## src/hw/rtl/htc_pkg.sv

```systemverilog
`timescale 1ns / 1ps
`default_nettype none

package htc_pkg;

	localparam int WINDOW_DEPTH = 5;
	localparam int SPIKE_LIMIT  = 20;

	// With the low two bits dropped (u = raw >> 2), the temperature numerator over
	// TEMP_UNIT is TEMP_SLOPE*u - 4096*(TEMP_ZERO + offset).
	localparam int TEMP_SLOPE = 4393;
	localparam int TEMP_ZERO  = 4685;
	localparam int TEMP_UNIT  = 409600;
	localparam int TEMP_GATE  = SPIKE_LIMIT * TEMP_UNIT;

	// The humidity numerator over 2^14 is |HUM_SLOPE*u - HUM_ZERO|.
	localparam int HUM_SLOPE = 125;
	localparam int HUM_ZERO  = 49152;
	localparam int HUM_GATE  = SPIKE_LIMIT * 16384;

	// Exact floor division by 25 for 13-bit operands.
	localparam int DIV25_SHIFT = 20;
	localparam int DIV25_RECIP = (2 ** DIV25_SHIFT + 24) / 25;

	// Window sum and its floor division by the depth.
	localparam int SUM_W       = 10 + $clog2(WINDOW_DEPTH);
	localparam int MEAN_SHIFT  = 20;
	localparam int MEAN_RECIP  = (2 ** MEAN_SHIFT + WINDOW_DEPTH - 1) / WINDOW_DEPTH;

	localparam int TEMP_HI     = 100;
	localparam int TEMP_LO     = -20;
	localparam int TEMP_KNEE   = 120;
	localparam int HUMID_HI    = 100;
	localparam int BIAS_BASE   = 100;

	typedef enum logic {
		OP_TEMP  = 1'b0,
		OP_HUMID = 1'b1
	} htc_op_t;

	typedef enum logic [1:0] {
		REG_TEMP_OFFSET = 2'd0,
		REG_TEMP_BIAS   = 2'd1,
		REG_HUMID_BIAS  = 2'd2
	} htc_reg_t;

	typedef struct packed {
		logic signed [10:0] temp_offset_centi;
		logic [7:0]         temp_bias;
		logic [7:0]         humid_bias;
	} htc_cfg_t;

	typedef struct packed {
		htc_op_t            op;
		logic               err;
		logic signed [27:0] temp_num;
		logic [20:0]        humid_num;
	} htc_scaled_t;

	typedef struct packed {
		htc_op_t           op;
		logic              err;
		logic              acc;
		logic signed [8:0] run_value;
	} htc_run_t;

	typedef struct packed {
		logic signed [7:0] temp_out;
		logic [6:0]        humid_out;
		logic signed [8:0] run_value;
		logic              sensor_error;
		logic              accepted;
	} htc_result_t;

	// Humidity correction trunc(2.3 + 1.04*mean) for every possible mean.
	typedef logic [255:0][8:0] htc_corr_tab_t;

	function automatic htc_corr_tab_t build_hum_corr();
		htc_corr_tab_t tab;
		for (int i = 0; i < 256; i++) begin
			tab[i] = 9'((230 + 104 * i) / 100);
		end
		return tab;
	endfunction

	localparam htc_corr_tab_t HUM_CORR = build_hum_corr();

endpackage

`default_nettype wire

```

## src/hw/rtl/htc_cfg_regs.sv

```systemverilog
`timescale 1ns / 1ps
`default_nettype none

module htc_cfg_regs (
	input  logic              clk,
	input  logic              arst_n,
	input  logic              psel,
	input  logic              penable,
	input  logic              pwrite,
	input  logic [3:0]        paddr,
	input  logic [31:0]       pwdata,
	output logic [31:0]       prdata,
	output logic              pready,
	output htc_pkg::htc_cfg_t cfg
);

	logic signed [10:0] temp_offset_q;
	logic [7:0]         temp_bias_q;
	logic [7:0]         humid_bias_q;
	logic               wr_en;
	htc_pkg::htc_reg_t  reg_sel;

	assign pready  = 1'b1;
	assign wr_en   = psel && penable && pwrite;
	assign reg_sel = htc_pkg::htc_reg_t'(paddr[3:2]);

	always_ff @(posedge clk or negedge arst_n) begin
		if (!arst_n) begin
			temp_offset_q <= '0;
			temp_bias_q   <= 8'(htc_pkg::BIAS_BASE);
			humid_bias_q  <= 8'(htc_pkg::BIAS_BASE);
		end else if (wr_en) begin
			case (reg_sel)
				htc_pkg::REG_TEMP_OFFSET: temp_offset_q <= pwdata[10:0];
				htc_pkg::REG_TEMP_BIAS:   temp_bias_q   <= pwdata[7:0];
				htc_pkg::REG_HUMID_BIAS:  humid_bias_q  <= pwdata[7:0];
				default: begin
				end
			endcase
		end
	end

	always_comb begin
		case (reg_sel)
			htc_pkg::REG_TEMP_OFFSET: prdata = {{21{temp_offset_q[10]}}, temp_offset_q};
			htc_pkg::REG_TEMP_BIAS:   prdata = {24'd0, temp_bias_q};
			htc_pkg::REG_HUMID_BIAS:  prdata = {24'd0, humid_bias_q};
			default:                  prdata = '0;
		endcase
	end

	assign cfg.temp_offset_centi = temp_offset_q;
	assign cfg.temp_bias         = temp_bias_q;
	assign cfg.humid_bias        = humid_bias_q;

endmodule

`default_nettype wire

```

## src/hw/rtl/htc_scale.sv

```systemverilog
`timescale 1ns / 1ps
`default_nettype none

module htc_scale (
	input  logic                  op,
	input  logic [15:0]           raw_reading,
	input  logic signed [10:0]    temp_offset_centi,
	output htc_pkg::htc_scaled_t  scaled
);

	logic [13:0]        u;
	logic signed [31:0] u_ext;
	logic signed [31:0] k_ext;
	logic signed [31:0] t_num;
	logic signed [31:0] h_num;
	logic [31:0]        h_mag;

	always_comb begin
		u     = raw_reading[15:2];
		u_ext = $signed({18'd0, u});
		k_ext = 32'(htc_pkg::TEMP_ZERO) + {{21{temp_offset_centi[10]}}, temp_offset_centi};
		t_num = u_ext * 32'(htc_pkg::TEMP_SLOPE) - (k_ext <<< 12);
		h_num = u_ext * 32'(htc_pkg::HUM_SLOPE) - 32'(htc_pkg::HUM_ZERO);
		h_mag = h_num[31] ? 32'(-h_num) : 32'(h_num);

		scaled.op        = htc_pkg::htc_op_t'(op);
		scaled.err       = (u == '0);
		scaled.temp_num  = t_num[27:0];
		scaled.humid_num = h_mag[20:0];
	end

endmodule

`default_nettype wire

```

## src/hw/rtl/htc_run_filter.sv

```systemverilog
`timescale 1ns / 1ps
`default_nettype none

module htc_run_filter (
	input  logic                 clk,
	input  logic                 arst_n,
	input  htc_pkg::htc_scaled_t scaled,
	input  logic                 upd,
	output htc_pkg::htc_run_t    run
);

	logic signed [8:0]  temp_run_q;
	logic [7:0]         humid_run_q;

	logic signed [31:0] w_ext;
	logic signed [31:0] w_prod;
	logic signed [31:0] a_ext;
	logic signed [31:0] t_diff;
	logic signed [31:0] t_sum;
	logic [31:0]        t_diff_mag;
	logic [31:0]        t_sum_mag;
	logic [31:0]        a_mag;
	logic [8:0]         qn_mag;
	logic [8:0]         q0_mag;
	logic signed [9:0]  qn;
	logic signed [9:0]  q0;
	logic signed [8:0]  t_new;
	logic               gate_t;

	logic [21:0]        h_wp;
	logic signed [23:0] h_diff;
	logic [23:0]        h_diff_mag;
	logic [22:0]        h_sum;
	logic [7:0]         h_new;
	logic               gate_h;

	function automatic logic [8:0] div25(input logic [12:0] x);
		logic [28:0] p;
		logic [28:0] p_sh;
		p    = 29'(x) * 29'(htc_pkg::DIV25_RECIP);
		p_sh = p >> htc_pkg::DIV25_SHIFT;
		return p_sh[8:0];
	endfunction

	always_comb begin
		w_ext      = {{23{temp_run_q[8]}}, temp_run_q};
		w_prod     = w_ext * 32'(htc_pkg::TEMP_UNIT);
		a_ext      = {{4{scaled.temp_num[27]}}, scaled.temp_num};
		t_diff     = a_ext - w_prod;
		t_diff_mag = t_diff[31] ? 32'(-t_diff) : 32'(t_diff);
		gate_t     = (t_diff_mag <= 32'(htc_pkg::TEMP_GATE)) || (temp_run_q == '0);

		// The mean of old value and reading, truncated: |sum| / 2^15 / 25.
		t_sum     = w_prod + a_ext;
		t_sum_mag = t_sum[31] ? 32'(-t_sum) : 32'(t_sum);
		qn_mag    = div25(t_sum_mag[27:15]);
		qn        = t_sum[31] ? -$signed({1'b0, qn_mag}) : $signed({1'b0, qn_mag});

		// From a zero start the mean with the truncated reading is that reading.
		a_mag  = a_ext[31] ? 32'(-a_ext) : 32'(a_ext);
		q0_mag = div25(a_mag[26:14]);
		q0     = a_ext[31] ? -$signed({1'b0, q0_mag}) : $signed({1'b0, q0_mag});

		t_new = (temp_run_q == '0) ? q0[8:0] : qn[8:0];

		h_wp       = {humid_run_q, 14'd0};
		h_diff     = $signed({3'd0, scaled.humid_num}) - $signed({2'd0, h_wp});
		h_diff_mag = h_diff[23] ? 24'(-h_diff) : 24'(h_diff);
		gate_h     = (h_diff_mag <= 24'(htc_pkg::HUM_GATE)) || (humid_run_q == '0);
		h_sum      = {1'b0, h_wp} + {2'd0, scaled.humid_num};
		h_new      = (humid_run_q == '0) ? {1'b0, scaled.humid_num[20:14]} : h_sum[22:15];

		run.op  = scaled.op;
		run.err = scaled.err;
		if (scaled.err) begin
			run.acc       = 1'b0;
			run.run_value = '0;
		end else if (scaled.op == htc_pkg::OP_TEMP) begin
			run.acc       = gate_t;
			run.run_value = gate_t ? t_new : temp_run_q;
		end else begin
			run.acc       = gate_h;
			run.run_value = {1'b0, gate_h ? h_new : humid_run_q};
		end
	end

	always_ff @(posedge clk or negedge arst_n) begin
		if (!arst_n) begin
			temp_run_q  <= '0;
			humid_run_q <= '0;
		end else if (upd && run.acc) begin
			if (scaled.op == htc_pkg::OP_TEMP) begin
				temp_run_q <= t_new;
			end else begin
				humid_run_q <= h_new;
			end
		end
	end

endmodule

`default_nettype wire

```

## src/hw/rtl/htc_window_out.sv

```systemverilog
`timescale 1ns / 1ps
`default_nettype none

module htc_window_out (
	input  logic                  clk,
	input  logic                  arst_n,
	input  htc_pkg::htc_run_t     run,
	input  logic                  upd,
	input  htc_pkg::htc_cfg_t     cfg,
	output htc_pkg::htc_result_t  res
);

	localparam int D      = htc_pkg::WINDOW_DEPTH;
	localparam int SW     = htc_pkg::SUM_W;
	localparam int PW     = SW + htc_pkg::MEAN_SHIFT;

	logic signed [8:0]  temp_win_q  [D];
	logic [7:0]         humid_win_q [D];
	logic signed [7:0]  temp_held_q;
	logic [6:0]         humid_held_q;

	logic signed [SW-1:0] t_sum;
	logic [SW-1:0]        t_sum_mag;
	logic [8:0]           t_mean_mag;
	logic signed [11:0]   t_avg;
	logic signed [11:0]   t_bias;
	logic signed [11:0]   t_cand;
	logic signed [7:0]    t_held_new;

	logic [SW-1:0]        h_sum;
	logic [8:0]           h_mean;
	logic [8:0]           h_corr;
	logic [9:0]           h_base;
	logic [9:0]           h_cand;
	logic [6:0]           h_held_new;

	logic                 push_t;
	logic                 push_h;

	function automatic logic [8:0] mean_floor(input logic [SW-1:0] x);
		logic [PW-1:0] p;
		logic [PW-1:0] p_sh;
		p    = PW'(x) * PW'(htc_pkg::MEAN_RECIP);
		p_sh = p >> htc_pkg::MEAN_SHIFT;
		return p_sh[8:0];
	endfunction

	always_comb begin
		t_sum = SW'(run.run_value);
		h_sum = SW'(run.run_value[7:0]);
		for (int i = 0; i < D - 1; i++) begin
			t_sum = t_sum + SW'(temp_win_q[i]);
			h_sum = h_sum + SW'(humid_win_q[i]);
		end

		t_sum_mag  = t_sum[SW-1] ? SW'(-t_sum) : SW'(t_sum);
		t_mean_mag = mean_floor(t_sum_mag);
		t_avg      = t_sum[SW-1] ? -$signed({3'd0, t_mean_mag}) : $signed({3'd0, t_mean_mag});
		t_bias     = $signed({4'd0, cfg.temp_bias});
		if (t_avg + 12'(htc_pkg::TEMP_KNEE) > t_bias) begin
			t_cand = t_avg + 12'(htc_pkg::BIAS_BASE) - t_bias;
		end else begin
			t_cand = 12'(htc_pkg::TEMP_LO);
		end
		priority if (t_cand >= 12'(htc_pkg::TEMP_HI)) begin
			t_held_new = 8'(htc_pkg::TEMP_HI);
		end else if (t_cand <= 12'(htc_pkg::TEMP_LO)) begin
			t_held_new = 8'(htc_pkg::TEMP_LO);
		end else begin
			t_held_new = t_cand[7:0];
		end

		h_mean = mean_floor(h_sum);
		h_corr = htc_pkg::HUM_CORR[h_mean[7:0]];
		h_base = {1'b0, h_corr} + 10'(htc_pkg::BIAS_BASE);
		h_cand = (h_base > {2'd0, cfg.humid_bias}) ? h_base - {2'd0, cfg.humid_bias} : '0;
		h_held_new = (h_cand >= 10'(htc_pkg::HUMID_HI)) ? 7'(htc_pkg::HUMID_HI) : h_cand[6:0];

		push_t = run.acc && (run.op == htc_pkg::OP_TEMP);
		push_h = run.acc && (run.op == htc_pkg::OP_HUMID);

		res.run_value    = run.run_value;
		res.sensor_error = run.err;
		res.accepted     = run.acc;
		if (run.err) begin
			res.temp_out  = '0;
			res.humid_out = '0;
		end else begin
			res.temp_out  = push_t ? t_held_new : temp_held_q;
			res.humid_out = push_h ? h_held_new : humid_held_q;
		end
	end

	always_ff @(posedge clk or negedge arst_n) begin
		if (!arst_n) begin
			for (int i = 0; i < D; i++) begin
				temp_win_q[i]  <= '0;
				humid_win_q[i] <= '0;
			end
			temp_held_q  <= '0;
			humid_held_q <= '0;
		end else if (upd) begin
			temp_held_q  <= res.temp_out;
			humid_held_q <= res.humid_out;
			if (push_t) begin
				temp_win_q[0] <= run.run_value;
				for (int i = 1; i < D; i++) begin
					temp_win_q[i] <= temp_win_q[i-1];
				end
			end
			if (push_h) begin
				humid_win_q[0] <= run.run_value[7:0];
				for (int i = 1; i < D; i++) begin
					humid_win_q[i] <= humid_win_q[i-1];
				end
			end
		end
	end

endmodule

`default_nettype wire

```

## src/hw/rtl/humidity_temperature_conditioner.sv

```systemverilog
`timescale 1ns / 1ps
`default_nettype none

// Conditions raw temperature and humidity sensor words into held whole-degree and
// whole-percent readings. Each beat on the input stream carries one sensor word in
// s_axis_tdata and the channel in s_axis_tuser (0 temperature, 1 humidity); each
// produces exactly one result beat. The block takes one beat per cycle unless
// m_axis_tready stalls the output. Beats pass a scaling register, a running-value
// stage with a combinational spike gate and mean update, and the window/held-value
// stage feeding the output register. The user must write the calibration registers over
// the APB port only while no reading is in flight; the block does not enforce this.
module humidity_temperature_conditioner (
	input  logic        clk,
	input  logic        arst_n,

	input  logic        s_axis_tvalid,
	output logic        s_axis_tready,
	input  logic [15:0] s_axis_tdata,   // [15:0] raw_reading
	input  logic [0:0]  s_axis_tuser,   // [0] op

	output logic        m_axis_tvalid,
	input  logic        m_axis_tready,
	output logic [23:0] m_axis_tdata,   // [7:0] temp_out, [14:8] humid_out, [23:15] run_value
	output logic [1:0]  m_axis_tuser,   // [0] sensor_error, [1] accepted

	input  logic        psel,
	input  logic        penable,
	input  logic        pwrite,
	input  logic [3:0]  paddr,
	input  logic [31:0] pwdata,
	output logic [31:0] prdata,
	output logic        pready
);

	htc_pkg::htc_cfg_t    cfg;
	htc_pkg::htc_scaled_t scaled;
	htc_pkg::htc_scaled_t scaled_s1;
	htc_pkg::htc_run_t    run;
	htc_pkg::htc_run_t    run_s2;
	htc_pkg::htc_result_t res;
	htc_pkg::htc_result_t res_q;

	logic valid_s1;
	logic valid_s2;
	logic out_valid_q;
	logic ready_s1;
	logic ready_s2;
	logic ready_out;

	assign ready_out = !out_valid_q || m_axis_tready;
	assign ready_s2  = !valid_s2 || ready_out;
	assign ready_s1  = !valid_s1 || ready_s2;

	assign s_axis_tready = ready_s1;
	assign m_axis_tvalid = out_valid_q;
	assign m_axis_tdata  = {res_q.run_value, res_q.humid_out, res_q.temp_out};
	assign m_axis_tuser  = {res_q.accepted, res_q.sensor_error};

	htc_cfg_regs u_cfg (
		.clk     (clk),
		.arst_n  (arst_n),
		.psel    (psel),
		.penable (penable),
		.pwrite  (pwrite),
		.paddr   (paddr),
		.pwdata  (pwdata),
		.prdata  (prdata),
		.pready  (pready),
		.cfg     (cfg)
	);

	htc_scale u_scale (
		.op                (s_axis_tuser[0]),
		.raw_reading       (s_axis_tdata),
		.temp_offset_centi (cfg.temp_offset_centi),
		.scaled            (scaled)
	);

	htc_run_filter u_run (
		.clk    (clk),
		.arst_n (arst_n),
		.scaled (scaled_s1),
		.upd    (valid_s1 && ready_s2),
		.run    (run)
	);

	htc_window_out u_win (
		.clk    (clk),
		.arst_n (arst_n),
		.run    (run_s2),
		.upd    (valid_s2 && ready_out),
		.cfg    (cfg),
		.res    (res)
	);

	always_ff @(posedge clk or negedge arst_n) begin
		if (!arst_n) begin
			valid_s1    <= 1'b0;
			valid_s2    <= 1'b0;
			out_valid_q <= 1'b0;
		end else begin
			if (ready_s1) begin
				valid_s1 <= s_axis_tvalid;
			end
			if (ready_s2) begin
				valid_s2 <= valid_s1;
			end
			if (ready_out) begin
				out_valid_q <= valid_s2;
			end
		end
	end

	always_ff @(posedge clk) begin
		if (s_axis_tvalid && ready_s1) begin
			scaled_s1 <= scaled;
		end
		if (valid_s1 && ready_s2) begin
			run_s2 <= run;
		end
		if (valid_s2 && ready_out) begin
			res_q <= res;
		end
	end

	a_err_clears: assert property (@(posedge clk) disable iff (!arst_n)
		(valid_s2 && ready_out && run_s2.err) |=>
		(res_q.temp_out == '0 && res_q.humid_out == '0 && res_q.run_value == '0 &&
		 !res_q.accepted))
		else $error("error beat did not clear the held outputs");

	a_out_range: assert property (@(posedge clk) disable iff (!arst_n)
		m_axis_tvalid |->
		($signed(res_q.temp_out) >= -8'sd20 && $signed(res_q.temp_out) <= 8'sd100 &&
		 res_q.humid_out <= 7'd100))
		else $error("held output out of range");

	a_ready_when_empty: assert property (@(posedge clk) disable iff (!arst_n)
		!m_axis_tvalid |-> s_axis_tready)
		else $error("input stalled with an empty output register");

endmodule

`default_nettype wire
```

## config.mk

```make
export PLATFORM = sky130hd
export DESIGN_NAME = humidity_temperature_conditioner
export DESIGN_NICKNAME = d
export VERILOG_FILES = /design/src/hw/rtl/htc_pkg.sv /design/src/hw/rtl/htc_cfg_regs.sv /design/src/hw/rtl/htc_scale.sv /design/src/hw/rtl/htc_run_filter.sv /design/src/hw/rtl/htc_window_out.sv /design/src/hw/rtl/humidity_temperature_conditioner.sv
export SDC_FILE = /design/constraint.sdc
export NUM_CORES = 2
export LEC_CHECK = 0
export BUFFER_PORTS_ARGS = -buffer_cell sky130_fd_sc_hd__buf_2
export CORE_MARGIN = 4
export CORE_UTILIZATION = 55
export CTS_CLUSTER_SIZE = 8
export DETAILED_ROUTE_END_ITERATION = 10
export PLACE_DENSITY_LB_ADDON = 0.25
export SYNTH_ARGS = -nofsm -noshare
export SYNTH_HDL_FRONTEND = slang
export SYNTH_SLANG_ARGS = --single-unit
```

## constraint.sdc

```tcl
create_clock -name clk -period 13.6 [get_ports clk]
set_input_delay 0.68 -clock clk [delete_from_list [all_inputs] [get_ports clk]]
set_output_delay 0.68 -clock clk [all_outputs]
set_load 0.1 [all_outputs]
```

==> results.md <==
- Critical path's slowest cell: fa_1
- Routed wl met2: 39400 um
- Period minus WS final: 13050 ps
- #FFs+latches synth: 218
- Crit path max fanout: 15
- Synthesized area per cell: 8.93 um2
- DIE HEIGHT: 265 um
- Outcome: finished, final reports clean
- Clock transition at path regs: 60 ps
- Drt first pass iters: 6
- Vias: 28315
- Total CTS buffers: 34
- Crit path kind: flop to flop
- EDFF count, synth: 88
- Std cell rows: 93
- Worst Setup Start Kind: flop
- Final std cells w/o fill: 5093
- Drc violations: 0
- Cell count after synthesis: 4069
- Final wirelength: 82900 um
- First-pass GRT wire length: 139000 um
- Arr. time, crit path: 13430 ps
- Post-synth cell types: 94
- Worst min path class: primary input to asynchronous set/reset pin
- Cts hold-fix bufs: 0
- Initial core utilization: 55.9%
- Worst-margin pin slew: 1190 ps
- Routed wl met3: 3490 um
- Synth Warn #: 0
- R2r startpoint: run_s2[1]
- Period utilisation layout: 96.0%
- CTS Sinks: 218
- Synthesized area: 36300 um2
- GRT Residual Overflow: 0
- DRT met1 WL: 37500 um
- Root Driver: clkbuf_16
- IO buf count: 94
- Area grow syn2layout: 9.56%
- # H-tree levels: 2
- Global placement routability congestion: 0.912
- Die area: 70200 um2
- Final Max Slew Viols: 0
- R2R depth: 58
- WP data required: 13980 ps
- Largest net degree at the start of global routing: 75
- Clock Skew: 24.1 ps
- Drt wl/cell: 16.3 um
- Sequential area share after synthesis: 16.2%
- Post-detail-place hpwl: 68000 um
- Post-synth ARST share: 59.6%
- Clock Latency Late Sink: 530 ps
- Ys flop type: dfrtp_1
- Max_slew headroom: 20.4%
- CTS tree: yes
- Max Buffers Root-to-Sink: 3
- Final ANT Viol Nets: 0
- Final setup vio count: 0
- Routed vias/inst: 5.56
- First DRT Iteration DRCs: 1825
- Core area: 64900 um2
- DP Cell Count: 5008
- Die Span X: 265 um
- CP Capture Type: flop
- Reg2Reg Setup Slack: 550 ps
- Tot GR Track Use: 23.6%
- DR top layer: met5
- Share of post-route cells with drive strength above 1: 10.3%
- F_max: 0.0766 GHz
- Num ports: 121
- Max Cap Viol: 0
- Layout net count: 5255
- Reg-to-reg endpoint: m_axis_tdata[9]
- Hold slack final: 128 ps
- Final Hold Fails: 0
- Initial antenna violation count: 4
- Vias in the first global route: 28472
- CP peak stage delay: 530 ps
[Yosys cell counts (12+ instances only)]
| library cell | count | area share [%] |
|---|---|---|
| inv_1 | 702 | 7.3 |
| ha_1 | 659 | 23 |
| fa_1 | 326 | 18 |
| nand2_1 | 325 | 3.4 |
| nor2_1 | 236 | 2.4 |
| o21ai_0 | 217 | 3.0 |
| a21oi_1 | 198 | 2.7 |
| xnor2_1 | 162 | 3.9 |
| dfrtp_1 | 124 | 8.5 |
| edfxtp_1 | 88 | 7.3 |
| nor3_1 | 81 | 1.1 |
| xor2_1 | 79 | 1.9 |
| clkbuf_1 | 67 | 0.69 |
| a21o_1 | 55 | 1.1 |
| mux2_2 | 48 | 1.5 |
| nand3_1 | 38 | 0.52 |
| a211oi_1 | 37 | 0.76 |
| nor2b_1 | 36 | 0.62 |
| nand2b_1 | 35 | 0.60 |
| or3_1 | 33 | 0.57 |
| o21a_1 | 32 | 0.66 |
| o21bai_1 | 32 | 0.66 |
| a31oi_1 | 27 | 0.46 |
| and2_1 | 27 | 0.46 |
| mux2i_1 | 26 | 0.72 |
| buf_4 | 23 | 0.48 |
| nand4_1 | 23 | 0.40 |
| o211ai_1 | 23 | 0.48 |
| o31ai_1 | 21 | 0.43 |
| a21boi_0 | 20 | 0.41 |
| and3_1 | 18 | 0.31 |
| or2_2 | 18 | 0.31 |
| nor4_1 | 16 | 0.28 |
| nor3b_1 | 12 | 0.25 |
| o22ai_1 | 12 | 0.21 |
[stage by stage]
step,worst slack [ps],area [um2],TNS (ps),util (%)
after floorplan,363,36300,0,-
after global placement,134,38100,0,58.7
after detailed placement,34.1,38100,0,58.7
after CTS,30.3,39100,0,60.3
after global routing,-140,39800,-924,61.3
final,549,39800,0,61.3
[registers in the layout, indices dropped and copies added, names as in the netlist]
register and count:
scaled_s1 50, u_win.temp_win_q 36, u_win.humid_win_q 32, m_axis_tdata 24
run_s2 12, u_cfg.temp_offset_q 11, u_run.temp_run_q 9, u_cfg.humid_bias_q 8
u_cfg.temp_bias_q 8, u_run.humid_run_q 8, u_win.temp_held_q 8, u_win.humid_held_q 7
m_axis_tuser 2, m_axis_tvalid 1, valid_s1 1, valid_s2 1
[timing repair]
action	4_1_cts	5_1_grt
gates cloned	0	1
endpoints found under the setup margin	8	30
pin swaps	0	42
buffers inserted	0	20
gates resized for setup	3	110
[cells in the final DEF, fill, tap and decap left out, drive strengths merged, types with 80 or more instances in the layout]
master,n
inv,702
ha,659
fa,326
nand2,325
nor2,236
o21ai,222
buf,208
a21oi,198
xnor2,162
dfrtp,124
edfxtp,88
nor3,81
xor2,80
[final cells by class]
cell class	instances	area, um2
Clock buffer	56	933
Multi-Input combinational cell	3043	27800
Inverter	705	2650
Antenna cell	2	5.00
Sequential cell	218	5900
Clock inverter	6	82.6
Tap cell	855	1070
Timing Repair Buffer	208	1350
Fill cell	5592	25100
[critical path: cells and delay by family, from the launching register on]
kind                       cells  cell delay, ps
adders and majority gates     13            4700
AOI/OAI and AO/OA             24            4350
and+or+nand+nor                9            1560
buffers and inverters          8             980
xor gates and xnor gates       4             900
DFF                            1             400
[cells by family (layout without fill, tap and decap cells)]
| logic type | count (synthesis) | in the layout | share of synthesized area (%) |
|---|---|---|---|
| adder cells (fa/ha/maj) | 985 | 985 | 40.7 |
| AND/OR/NAND/NOR | 941 | 941 | 12.3 |
| buffers and inverters | 809 | 975 | 8.61 |
| AO/OA/AOI/OAI | 798 | 798 | 14.1 |
| XOR/XNOR | 242 | 242 | 5.86 |
| flip-flops | 218 | 218 | 16.2 |
| multiplexers | 75 | 75 | 2.27 |
| other | 1 | 4 | 0.0103 |
[per-layer routing]
metal	up-vias	track usage, %
met5	-	0
met4	4	6.84
met3	148	2.57
met2	568	40.1
met1	13551	32.0
li1	14044	-
[how the worst max path moves through the flow]
stage                       endpoint      start  cells past startpoint
detailed placement   m_axis_tdata[8]  run_s2[0]                     58
floorplan            m_axis_tdata[5]  run_s2[1]                     62
global placement    m_axis_tdata[11]  run_s2[0]                     61
CTS                  m_axis_tdata[9]  run_s2[0]                     63
global route        m_axis_tdata[11]  run_s2[0]                     61
finish               m_axis_tdata[9]  run_s2[1]                     58
Power is not shown: default switching activity piles up to over one toggle a cycle in this logic, so the estimate is an artifact.
